$ cat src/rtl/fctsb_pkg.sv
// Package for the FM timer/status block: action codes, port codes, register
// numbers, sequencer state type. No dependencies.
package fctsb_pkg;

    localparam logic [1:0] ACT_WRITE = 2'd0;
    localparam logic [1:0] ACT_READ  = 2'd1;
    localparam logic [1:0] ACT_TICK  = 2'd2;

    localparam logic [1:0] PORT_INDEX0 = 2'd0;
    localparam logic [1:0] PORT_DATA0  = 2'd1;
    localparam logic [1:0] PORT_INDEX1 = 2'd2;
    localparam logic [1:0] PORT_DATA1  = 2'd3;

    localparam logic [7:0] REG_T1_PRESET = 8'h02;
    localparam logic [7:0] REG_T2_PRESET = 8'h03;
    localparam logic [7:0] REG_CONTROL   = 8'h04;

    localparam logic [7:0] READ_IDLE_BYTE = 8'hFF;

    localparam int CNT_W = 11;

    typedef enum logic [1:0] {
        ST_IDLE,
        ST_RED1,
        ST_RED2,
        ST_DONE
    } state_t;

endpackage

$ cat src/rtl/fm_chip_timer_status_block_unit.sv
// Top level of the FM timer/status block: index/data ports, two preset timers,
// status flags. Depends on fctsb_pkg.
//
// Usage:
//   Input stream (s_*): one word per bus access or 80 us tick. tuser carries
//   action and port, tdata the write byte. Output stream (m_*): one word per
//   input word, read byte in tdata and the IRQ status bit in tuser.
//   Config channel (cfg_*): extended_mode bit, always ready; write only while
//   the block is idle.
//   A tick checks each running timer in turn on one shared subtractor,
//   which subtracts the timer's period from its incremented count while
//   the remainder is at least the period; any such subtraction is an
//   overflow and may raise the timer's status flags.
//   s_tready is high only while the sequencer is idle, so a new word is
//   taken only after the previous one has reached the output register.
//   If the receiver stalls, the finished word waits in the output register;
//   one more word may be accepted and computed, then the block holds.
//   Reset clears all registers, flags and counters to zero.
module fm_chip_timer_status_block_unit
    import fctsb_pkg::*;
(
    input  logic       clk,
    input  logic       rst_n,
    input  logic       cfg_valid,
    output logic       cfg_ready,
    input  logic       cfg_data,      // extended_mode
    input  logic       s_tvalid,
    output logic       s_tready,
    input  logic [7:0] s_tdata,       // [7:0] data
    input  logic [3:0] s_tuser,       // [1:0] action, [3:2] port
    output logic       m_tvalid,
    input  logic       m_tready,
    output logic [7:0] m_tdata,       // [7:0] read_data
    output logic       m_tuser        // [0] irq_pending
);

    state_t           state_reg, state_next;
    logic             ext_reg, ext_next;
    logic [7:0]       b0_idx_reg, b0_idx_next;
    logic [7:0]       b1_idx_reg, b1_idx_next;
    logic [7:0]       t1_pre_reg, t1_pre_next;
    logic [7:0]       t2_pre_reg, t2_pre_next;
    logic [7:0]       ctrl_reg, ctrl_next;
    logic [7:0]       t1_cnt_reg, t1_cnt_next;
    logic [9:0]       t2_cnt_reg, t2_cnt_next;
    logic [2:0]       flags_reg, flags_next;
    logic [CNT_W-1:0] rem_reg, rem_next;
    logic [CNT_W-1:0] per_reg, per_next;
    logic             ovf_reg, ovf_next;
    logic [7:0]       rd_reg, rd_next;
    logic             m_valid_reg, m_valid_next;
    logic [7:0]       m_data_reg, m_data_next;
    logic             m_irq_reg, m_irq_next;

    logic [1:0]       in_action;
    logic [1:0]       in_port;
    logic [7:0]       wr_num;
    logic             wr_blocked;
    logic [CNT_W-1:0] diff;
    logic             ge;
    logic [CNT_W-1:0] t1_load;
    logic [CNT_W-1:0] t1_period;
    logic [CNT_W-1:0] t2_load;
    logic [CNT_W-1:0] t2_period;

    assign in_action = s_tuser[1:0];
    assign in_port   = s_tuser[3:2];
    assign cfg_ready = 1'b1;
    assign s_tready  = (state_reg == ST_IDLE);
    assign m_tvalid  = m_valid_reg;
    assign m_tdata   = m_data_reg;
    assign m_tuser   = m_irq_reg;

    assign wr_num     = in_port[1] ? b1_idx_reg : b0_idx_reg;
    assign wr_blocked = in_port[1] & ext_reg;

    // shared subtract/compare unit
    assign diff = rem_reg - per_reg;
    assign ge   = (rem_reg >= per_reg);

    assign t1_load   = {3'b000, t1_cnt_reg} + CNT_W'(1);
    assign t1_period = CNT_W'(9'd256 - {1'b0, t1_pre_reg});
    assign t2_load   = {1'b0, t2_cnt_reg} + CNT_W'(1);
    assign t2_period = {t2_pre_reg == 8'd0 ? 1'b1 : 1'b0, 8'(~t2_pre_reg + 8'd1), 2'b00};

    always_comb
    begin
        state_next   = state_reg;
        ext_next     = ext_reg;
        b0_idx_next  = b0_idx_reg;
        b1_idx_next  = b1_idx_reg;
        t1_pre_next  = t1_pre_reg;
        t2_pre_next  = t2_pre_reg;
        ctrl_next    = ctrl_reg;
        t1_cnt_next  = t1_cnt_reg;
        t2_cnt_next  = t2_cnt_reg;
        flags_next   = flags_reg;
        rem_next     = rem_reg;
        per_next     = per_reg;
        ovf_next     = ovf_reg;
        rd_next      = rd_reg;
        m_valid_next = m_valid_reg;
        m_data_next  = m_data_reg;
        m_irq_next   = m_irq_reg;

        if (cfg_valid)
        begin
            ext_next = cfg_data;
        end

        if (m_valid_reg && m_tready)
        begin
            m_valid_next = 1'b0;
        end

        unique case (state_reg)
            ST_IDLE:
            begin
                if (s_tvalid)
                begin
                    rd_next    = 8'h00;
                    ovf_next   = 1'b0;
                    state_next = ST_DONE;
                    unique case (in_action)
                        ACT_WRITE:
                        begin
                            unique case (in_port)
                                PORT_INDEX0: b0_idx_next = s_tdata;
                                PORT_INDEX1: b1_idx_next = s_tdata;
                                default:
                                begin
                                    if (wr_num == REG_T1_PRESET)
                                    begin
                                        t1_pre_next = s_tdata;
                                    end
                                    else if (wr_num == REG_T2_PRESET)
                                    begin
                                        t2_pre_next = s_tdata;
                                    end
                                    else if (wr_num == REG_CONTROL && !wr_blocked)
                                    begin
                                        ctrl_next = s_tdata;
                                        if (s_tdata[7])
                                        begin
                                            flags_next = 3'b000;
                                        end
                                        else
                                        begin
                                            if (s_tdata[6]) flags_next[1] = 1'b0;
                                            if (s_tdata[5]) flags_next[0] = 1'b0;
                                            if (s_tdata[0]) t1_cnt_next = 8'd0;
                                            if (s_tdata[1]) t2_cnt_next = 10'd0;
                                        end
                                    end
                                end
                            endcase
                        end
                        ACT_READ:
                        begin
                            rd_next = in_port[0] ? READ_IDLE_BYTE : {flags_reg, 5'b00000};
                        end
                        ACT_TICK:
                        begin
                            if (ctrl_reg[0])
                            begin
                                rem_next   = t1_load;
                                per_next   = t1_period;
                                state_next = ST_RED1;
                            end
                            else if (ctrl_reg[1])
                            begin
                                rem_next   = t2_load;
                                per_next   = t2_period;
                                state_next = ST_RED2;
                            end
                        end
                        default: ;
                    endcase
                end
            end
            ST_RED1:
            begin
                if (ge)
                begin
                    rem_next = diff;
                    ovf_next = 1'b1;
                end
                else
                begin
                    t1_cnt_next = rem_reg[7:0];
                    if (ovf_reg && !ctrl_reg[6])
                    begin
                        flags_next = flags_reg | 3'b110;
                    end
                    ovf_next = 1'b0;
                    if (ctrl_reg[1])
                    begin
                        rem_next   = t2_load;
                        per_next   = t2_period;
                        state_next = ST_RED2;
                    end
                    else
                    begin
                        state_next = ST_DONE;
                    end
                end
            end
            ST_RED2:
            begin
                if (ge)
                begin
                    rem_next = diff;
                    ovf_next = 1'b1;
                end
                else
                begin
                    t2_cnt_next = rem_reg[9:0];
                    if (ovf_reg && !ctrl_reg[5])
                    begin
                        flags_next = flags_reg | 3'b101;
                    end
                    ovf_next   = 1'b0;
                    state_next = ST_DONE;
                end
            end
            ST_DONE:
            begin
                if (!m_valid_reg || m_tready)
                begin
                    m_valid_next = 1'b1;
                    m_data_next  = rd_reg;
                    m_irq_next   = flags_reg[2];
                    state_next   = ST_IDLE;
                end
            end
        endcase
    end

    always_ff @(posedge clk or negedge rst_n)
    begin
        if (!rst_n)
        begin
            state_reg   <= ST_IDLE;
            ext_reg     <= 1'b0;
            b0_idx_reg  <= 8'd0;
            b1_idx_reg  <= 8'd0;
            t1_pre_reg  <= 8'd0;
            t2_pre_reg  <= 8'd0;
            ctrl_reg    <= 8'd0;
            t1_cnt_reg  <= 8'd0;
            t2_cnt_reg  <= 10'd0;
            flags_reg   <= 3'd0;
            rem_reg     <= '0;
            per_reg     <= '0;
            ovf_reg     <= 1'b0;
            rd_reg      <= 8'd0;
            m_valid_reg <= 1'b0;
            m_data_reg  <= 8'd0;
            m_irq_reg   <= 1'b0;
        end
        else
        begin
            state_reg   <= state_next;
            ext_reg     <= ext_next;
            b0_idx_reg  <= b0_idx_next;
            b1_idx_reg  <= b1_idx_next;
            t1_pre_reg  <= t1_pre_next;
            t2_pre_reg  <= t2_pre_next;
            ctrl_reg    <= ctrl_next;
            t1_cnt_reg  <= t1_cnt_next;
            t2_cnt_reg  <= t2_cnt_next;
            flags_reg   <= flags_next;
            rem_reg     <= rem_next;
            per_reg     <= per_next;
            ovf_reg     <= ovf_next;
            rd_reg      <= rd_next;
            m_valid_reg <= m_valid_next;
            m_data_reg  <= m_data_next;
            m_irq_reg   <= m_irq_next;
        end
    end

endmodule
$ cat config.mk
export PLATFORM = sky130hd
export DESIGN_NAME = fm_chip_timer_status_block_unit
export DESIGN_NICKNAME = d
export VERILOG_FILES = /design/src/rtl/fctsb_pkg.sv /design/src/rtl/fm_chip_timer_status_block_unit.sv
export SDC_FILE = /design/constraint.sdc
export NUM_CORES = 1
export LEC_CHECK = 0
export ABC_AREA = 1
export BUFFER_PORTS_ARGS = -buffer_cell sky130_fd_sc_hd__buf_2
export CORE_MARGIN = 10
export CORE_UTILIZATION = 35
export CTS_BUF_LIST = sky130_fd_sc_hd__clkbuf_16
export CTS_CLUSTER_SIZE = 10
export DETAILED_ROUTE_END_ITERATION = 8
export SETUP_SLACK_MARGIN = 0.3
export SYNTH_ARGS = -nofsm -noshare
export SYNTH_HDL_FRONTEND = slang
export SYNTH_SLANG_ARGS = --single-unit
export TNS_END_PERCENT = 10
$ cat constraint.sdc
create_clock -name clk -period 2.6 [get_ports clk]
set_clock_uncertainty 0.05 [all_clocks]
set_input_delay 0.52 -clock clk [delete_from_list [all_inputs] [get_ports clk]]
set_output_delay 0.52 -clock clk [all_outputs]
set_load 0.05 [all_outputs]
## Yosys cells after proc, flatten, opt, wreduce, memory -nomap -nowiden

Cells that the tools add are included.

| operators by class | value |
|---|---|
| add/sub/neg operators | 5 |
| bitwise operators | 7 |
| reduce and logical (&&, ||, !) cells | 35 |
| eq/ne operators | 28 |
| $lt $le $gt $ge | 1 |
| muxes and demuxes | 66 |

Operator list:

| cell | number |
|---|---|
| two-way mux 11 bit | 11 |
| two-way mux 8 bit | 12 |
| two-way mux 10 bit | 9 |
| one-hot mux 11 bit (3 select lines) | 1 |
| two-way mux 3 bit | 10 |
| != test 2 bit, second input constant | 11 |
| one-hot mux 11 bit (2 select lines) | 1 |
| AND reduction 11 bit | 2 |
| one-hot mux 10 bit (2 select lines) | 1 |
| AND reduction 10 bit | 2 |
| AND reduction 4 bit | 5 |
| equality test 8 x 2 -> 1 bit, second input constant | 2 |
| one-hot mux 8 bit (2 select lines) | 1 |
| two-way mux 2 bit | 7 |
| != test 2 x 1 -> 1 bit, second input constant | 6 |
| AND reduction 12 bit | 1 |
| adder 10 x 1 -> 11 bit, second input constant | 1 |
| greater-or-equal comparator 11 bit | 1 |
| subtractor 11 bit | 1 |
| two-way mux 1 bit | 10 |
| subtractor 9 x 8 -> 10 bit, first input constant | 1 |
| adder 8 x 1 -> 9 bit, second input constant | 1 |
| one-hot mux 3 bit (3 select lines) | 1 |
| adder 8 x 1 -> 8 bit, second input constant | 1 |
| 21 further kinds | 43 |

| word-level totals | value |
|---|---|
| register bits after elaboration | 104 |
| output and inout port bits | 12 |
| logic and storage cells | 161 |
| input port bits | 18 |

## Longest topological paths before layout

| logic depth | value |
|---|---|
| depth in word-level cells | 10 |
| depth in mapped cells | 16 |
| gate-level depth less buffers | 15 |

## Worst setup path after synthesis

Ideal clock, no wire load.

| timing path | value |
|---|---|
| kind | reg2reg |
| from | register state_reg[0] |
| to | register rem_reg[5] |
| data required time | 2.437 ns |
| path slack | 0.298 ns |
| data arrival time | 2.139 ns |
| setup time | 0.113 ns |
| buffers on the path | 3 |
| cell stages (with the launch flop) | 13 |
| period minus slack after synthesis | 2.302 ns |
| cells stage by stage | dfrtp_1 inv_1 ha_1 buf_4 inv_2 nor2_1 nor3_1 nand2_1 buf_4 buf_4 nand2_1 nand2_1 inv_1 |

| on the way | value |
|---|---|
| longest elaborated chain between the ends | 3 |
| elaborated cells on any way between the ends | 9 |
| those cells by class | eq/ne: 5; mux: 1; reduce/logical: 3 |

Ends and longest elaborated chain:

| element | RTL line | RTL |
|---|---|---|
| start: declaration | fm_chip_timer_status_block_unit.sv:37 | `state_t state_reg, state_next;` |
| start signal: assignment | fm_chip_timer_status_block_unit.sv:263 | `state_reg <= state_next;` |
| zero test 2 bit * | - |  |
| net s_tready | fm_chip_timer_status_block_unit.sv:28 | `output logic s_tready,` |
| != test 2 x 1 -> 1 bit (no line), or another cell as far along | - |  |
| AND reduction 4 bit (no line) | - |  |
| end signal: assignment | fm_chip_timer_status_block_unit.sv:273 | `rem_reg <= rem_next;` |
| end: declaration | fm_chip_timer_status_block_unit.sv:47 | `logic [CNT_W-1:0] rem_reg, rem_next;` |

Mark *: on every way through the listed nets, which the timed path passes. The rest lies on a longest branch.
A chain may end at the register's enable or synchronous reset.

## Worst setup path in the final report

| timing path | value |
|---|---|
| from | register per_reg[6] |
| to | register t2_cnt_reg[4] |

| on the way | value |
|---|---|
| longest elaborated chain between the ends | 3 |

Ends and longest elaborated chain:

| element | RTL line | RTL |
|---|---|---|
| start: declaration | fm_chip_timer_status_block_unit.sv:48 | `logic [CNT_W-1:0] per_reg, per_next;` |
| start signal: assignment | fm_chip_timer_status_block_unit.sv:274 | `per_reg <= per_next;` |
| greater-or-equal comparator 11 bit | fm_chip_timer_status_block_unit.sv:79 | `assign ge = (rem_reg >= per_reg);` |
| != test 2 bit (no line) | - |  |
| AND reduction 10 bit (no line) | - |  |
| end signal: assignment | fm_chip_timer_status_block_unit.sv:271 | `t2_cnt_reg <= t2_cnt_next;` |
| end: declaration | fm_chip_timer_status_block_unit.sv:45 | `logic [9:0] t2_cnt_reg, t2_cnt_next;` |

Every way passes these cells.

==> results.md <==
- Synthesis instantiated 48 different standard cells from the library.
- Routability-driven placement finished with a final weighted congestion of 0.944.
- In this run the power density over the cells is 1370 nW/µm².
- Counting along the longest clock path gives a buffer depth of 2.
- For this run, the number of Yosys warnings is 0.
- VDD sags by at most approximately 0.57 mV.
- The worst setup path is captured at a flip-flop.
- The number of sinks driven by the clock tree is 93.
- In this run the static leakage power is 0.00336 µW.
- From left edge to right edge, the die measures about 150 µm.
- Synthesis produced just over 800 cells.
- Once detail routing completed, the nets flagged for antenna violations numbered 0.
- The tightest min-delay check is of the in2reg type.
- For this block, the initial DRC count from the detailed router was ~290.
- The vertical die dimension is 151 µm.
- The critical path runs through a total of 13 cells.
- The HPWL after detailed placement is 11.5 mm.
- The total overflow left after global routing is 0.
- The effective utilization at floorplan is 36.0%.
- The flip-flop and latch count after synthesis is 93.
- Dividing the detail-routed via count by the number of cells gives just under 5.
- The number of antenna violations at the first check in global routing is 0.
- The run finished with clean final reports.
- The final layout contains 903 nets.
- Summed over all failing endpoints, the final setup total negative slack is 0 ns.
- The worst pin sits at a relative slew slack of around 62%.
- The count of endpoints failing hold in the final timing report is 0.
- The combined global-route utilization of all metal layers is 13.9%.
- TritonCTS built the clock tree.
- The die outline area is 22800 µm².
- The number of buffer and inverter stages on the critical path is 2.
- The netlist area before placement is between 6000 and 7000 µm².
- The portion of the post-synthesis area used by sequential elements is 38.7%.
- Among all stages on the critical path, the largest delay is contributed by sky130_fd_sc_hd__dfrtp_1.
- On the worst path, the slowest cell contributes a delay of ~0.39 ns.
- The aggregate routed wire length is between 15 and 20 mm.
- The first global-routing pass estimated 25.5 mm of wire.
- By startpoint and endpoint, the worst setup path is classified as reg2reg.
- The total power is about 9300 µW.
- The share of async-settable or async-resettable flops after synthesis is between 90% and 100%.
- The post-route netlist has 14.7% of its cells at a drive strength greater than 1.
- The number of max-slew violations in the final report is 0.
- Counting flops with a built-in enable in the synthesized netlist gives 0.
- The portion of the clock cycle consumed by the worst path in the final layout is 87.1%.
- The slew at the pin closest to its max-slew limit is between 0.5 and 0.6 ns.
- The type of origin of the critical path is a flip-flop.
- The area inside the core boundary is 16700 µm².
- The via count of the routed design is 5238.
- The via count of the first global-routing pass is 5053.
- The per-instance average area after synthesis is 7.27 µm².
- Setup repair after global routing could not meet its margin everywhere.
- From synthesis to final layout, the design area changed by 12.7%.
- Counting every net in the synthesized netlist gives 865.
- Buffers inserted during clock tree synthesis total 9.
- During I/O placement, the number of pins put on the boundary was 30.
- The latest clock arrival within the worst-skew pair is 0.36 ns.
- The required time reported for the critical path endpoint is about 2.8 ns.
- Along the worst path, the maximum fanout reaches 20.
- The arrival time of data at the critical path endpoint is 2.46 ns.
- The cell count of the worst reg-to-reg path is 13.
- On the final layout, the worst hold slack is 0.334 ns.
- The total number of H-tree levels is 3.
- The clock transition at the register clock pins on the worst setup and hold paths after CTS is 0.07 ns.
- The critical path goes through inv_1, ha_1, nand2_1, nor2_1, nand2_1, nor2_1, nor2_2, nand2_4, a21oi_4, nand3_2, buf_4, nand2_1, o21ai_2.
- The root buffer cell chosen for the clock tree is sky130_fd_sc_hd__clkbuf_16.
- Before antenna repair, the detailed router went through 5 iterations.
- Row generation in the floorplan step produced 47 rows.
- The dominant synthesized flop cell is sky130_fd_sc_hd__dfrtp_1.
- The highest attainable clock frequency is between 0.4 and 0.5 GHz.
- The number of port buffers is 28.
- Counting stages on the worst path, the most repeated cell is sky130_fd_sc_hd__nand2_1.
- The routed length per placed instance is 13.8 µm.
- The count of inserted antenna diode cells is 0.
- After detailed routing, the number of remaining DRC violations is 0.
- The maximum number of pins on one net before global-route repair is 51.
- The post-layout minimum cycle time is about 2.3 ns.
- The cell depth of the worst min-delay path is 2.
- The total setup violations reported at the end of the flow is 0.
- The number of maximum-capacitance constraint violations is 0.
- The category of cells accounting for the largest share of critical-path delay is simple AND/OR/NAND/NOR gates.
==> report_power, final <==
group	leakage, µW	switching, µW	internal [µW]
Combinational	0.00201	3620	1990
Sequential	0.00122	386	1970
Clock	0.000142	642	672
==> cell type report <==
class | count | area [µm²]
Clock buffer | 9 | 225
Clock inverter | 7 | 63.8
Fill cell | 1739 | 9930
Inverter | 101 | 382
Multi-Input combinational cell | 603 | 3130
Sequential cell | 93 | 2330
Tap cell | 220 | 275
Timing Repair Buffer | 57 | 375
==> metrics by stage <==
step | cell area [µm²] | utilization [%] | worst slack (ns) | std cells
floorplan | 6010 | - | 0.457 | 827
global placement | 6430 | 38.5 | 0.191 | 1070
detailed placement | 6430 | 38.5 | 0.115 | 1070
CTS | 6740 | 40.3 | 0.248 | 1087
global route | 6780 | 40.6 | 0.183 | 1090
finish | 6780 | 40.6 | 0.335 | 1090
==> cells in the final DEF (no fill, tap or decap), drive strengths merged <==
cell type / netlist / final
nand2: 260 / 260
dfrtp: 93 / 93
nand3b: 5 / 5
clkbuf: 8 / 9
a21boi: 1 / 1
o221ai: 1 / 1
and2: 1 / 1
mux2: 2 / 2
dlygate4sd3: 0 / 1
xnor2: 4 / 4
nor2b: 1 / 1
nor3b: 2 / 2
ha: 19 / 19
conb: 1 / 1
nor4: 1 / 1
buf: 22 / 56
or2: 3 / 3
a31oi: 2 / 2
o211ai: 2 / 2
o21bai: 2 / 2
o21ai: 106 / 106
clkinv: 1 / 3
o22ai: 3 / 3
fa: 1 / 1
nand4: 13 / 13
nand3: 62 / 62
a211oi: 1 / 1
a21oi: 33 / 33
inv: 100 / 105
nor3: 16 / 16
xor2: 4 / 4
nor2: 57 / 57
==> layer usage <==
layer,GRT usage [%],routed length (µm)
met1,18.4,7450
met3,2.86,534
met2,22.0,6810
met5,0,0
met4,4.67,276
==> cells by family (layout without fill, tap and decap cells) <==
logic type | Yosys count | count (layout) | share of synthesized area [%]
other | 1 | 1 | 0.0624
and+or+nand+nor | 421 | 421 | 30.8
muxes | 2 | 2 | 0.375
buffers and inverters | 131 | 174 | 9.66
adders and majority gates | 20 | 20 | 4.29
DFF | 93 | 93 | 38.7
AOI/OAI and AO/OA | 151 | 151 | 14.9
xor gates and xnor gates | 8 | 8 | 1.17
==> repair_timing <==
item,in CTS,in global routing
setup endpoints to repair,12,48
setup buffers,0,3
resized for setup,2,6
endpoints found under the hold margin,18,0
pin swaps,0,2
hold buffers,1,0
==> final timing paths <==
check,startpoint,end,slack (ns)
max in group asynchronous,rst_n,rem_reg[4]$_DFFE_PN0P_,1.33
setup / recovery,per_reg[6]$_DFFE_PN0P_,t2_cnt_reg[4]$_DFFE_PN0P_,0.33
hold / removal,cfg_data,ext_reg$_DFFE_PN0P_,0.33
hold reg to reg,m_tdata[6]$_DFFE_PN0P_,m_tdata[6]$_DFFE_PN0P_,0.44
setup reg to reg,per_reg[6]$_DFFE_PN0P_,t2_cnt_reg[4]$_DFFE_PN0P_,0.33
min in group asynchronous,rst_n,ext_reg$_DFFE_PN0P_,0.54
==> Yosys cell counts (4+ instances only) <==
master	n	area (µm²)
sky130_fd_sc_hd__a21oi_1	31	155
sky130_fd_sc_hd__buf_2	5	25.0
sky130_fd_sc_hd__buf_4	10	75.1
sky130_fd_sc_hd__buf_6	6	67.6
sky130_fd_sc_hd__clkbuf_1	8	30.0
sky130_fd_sc_hd__dfrtp_1	93	2330
sky130_fd_sc_hd__ha_1	19	238
sky130_fd_sc_hd__inv_1	97	364
sky130_fd_sc_hd__nand2_1	251	942
sky130_fd_sc_hd__nand2_2	6	37.5
sky130_fd_sc_hd__nand3_1	59	295
sky130_fd_sc_hd__nand3b_1	5	37.5
sky130_fd_sc_hd__nand4_1	11	68.8
sky130_fd_sc_hd__nor2_1	54	203
sky130_fd_sc_hd__nor3_1	15	75.1
sky130_fd_sc_hd__o21ai_0	63	315
sky130_fd_sc_hd__o21ai_1	20	100
sky130_fd_sc_hd__o21ai_2	22	193
sky130_fd_sc_hd__xnor2_1	4	35.0
sky130_fd_sc_hd__xor2_1	4	35.0
Power figures use the tool's default switching activity.
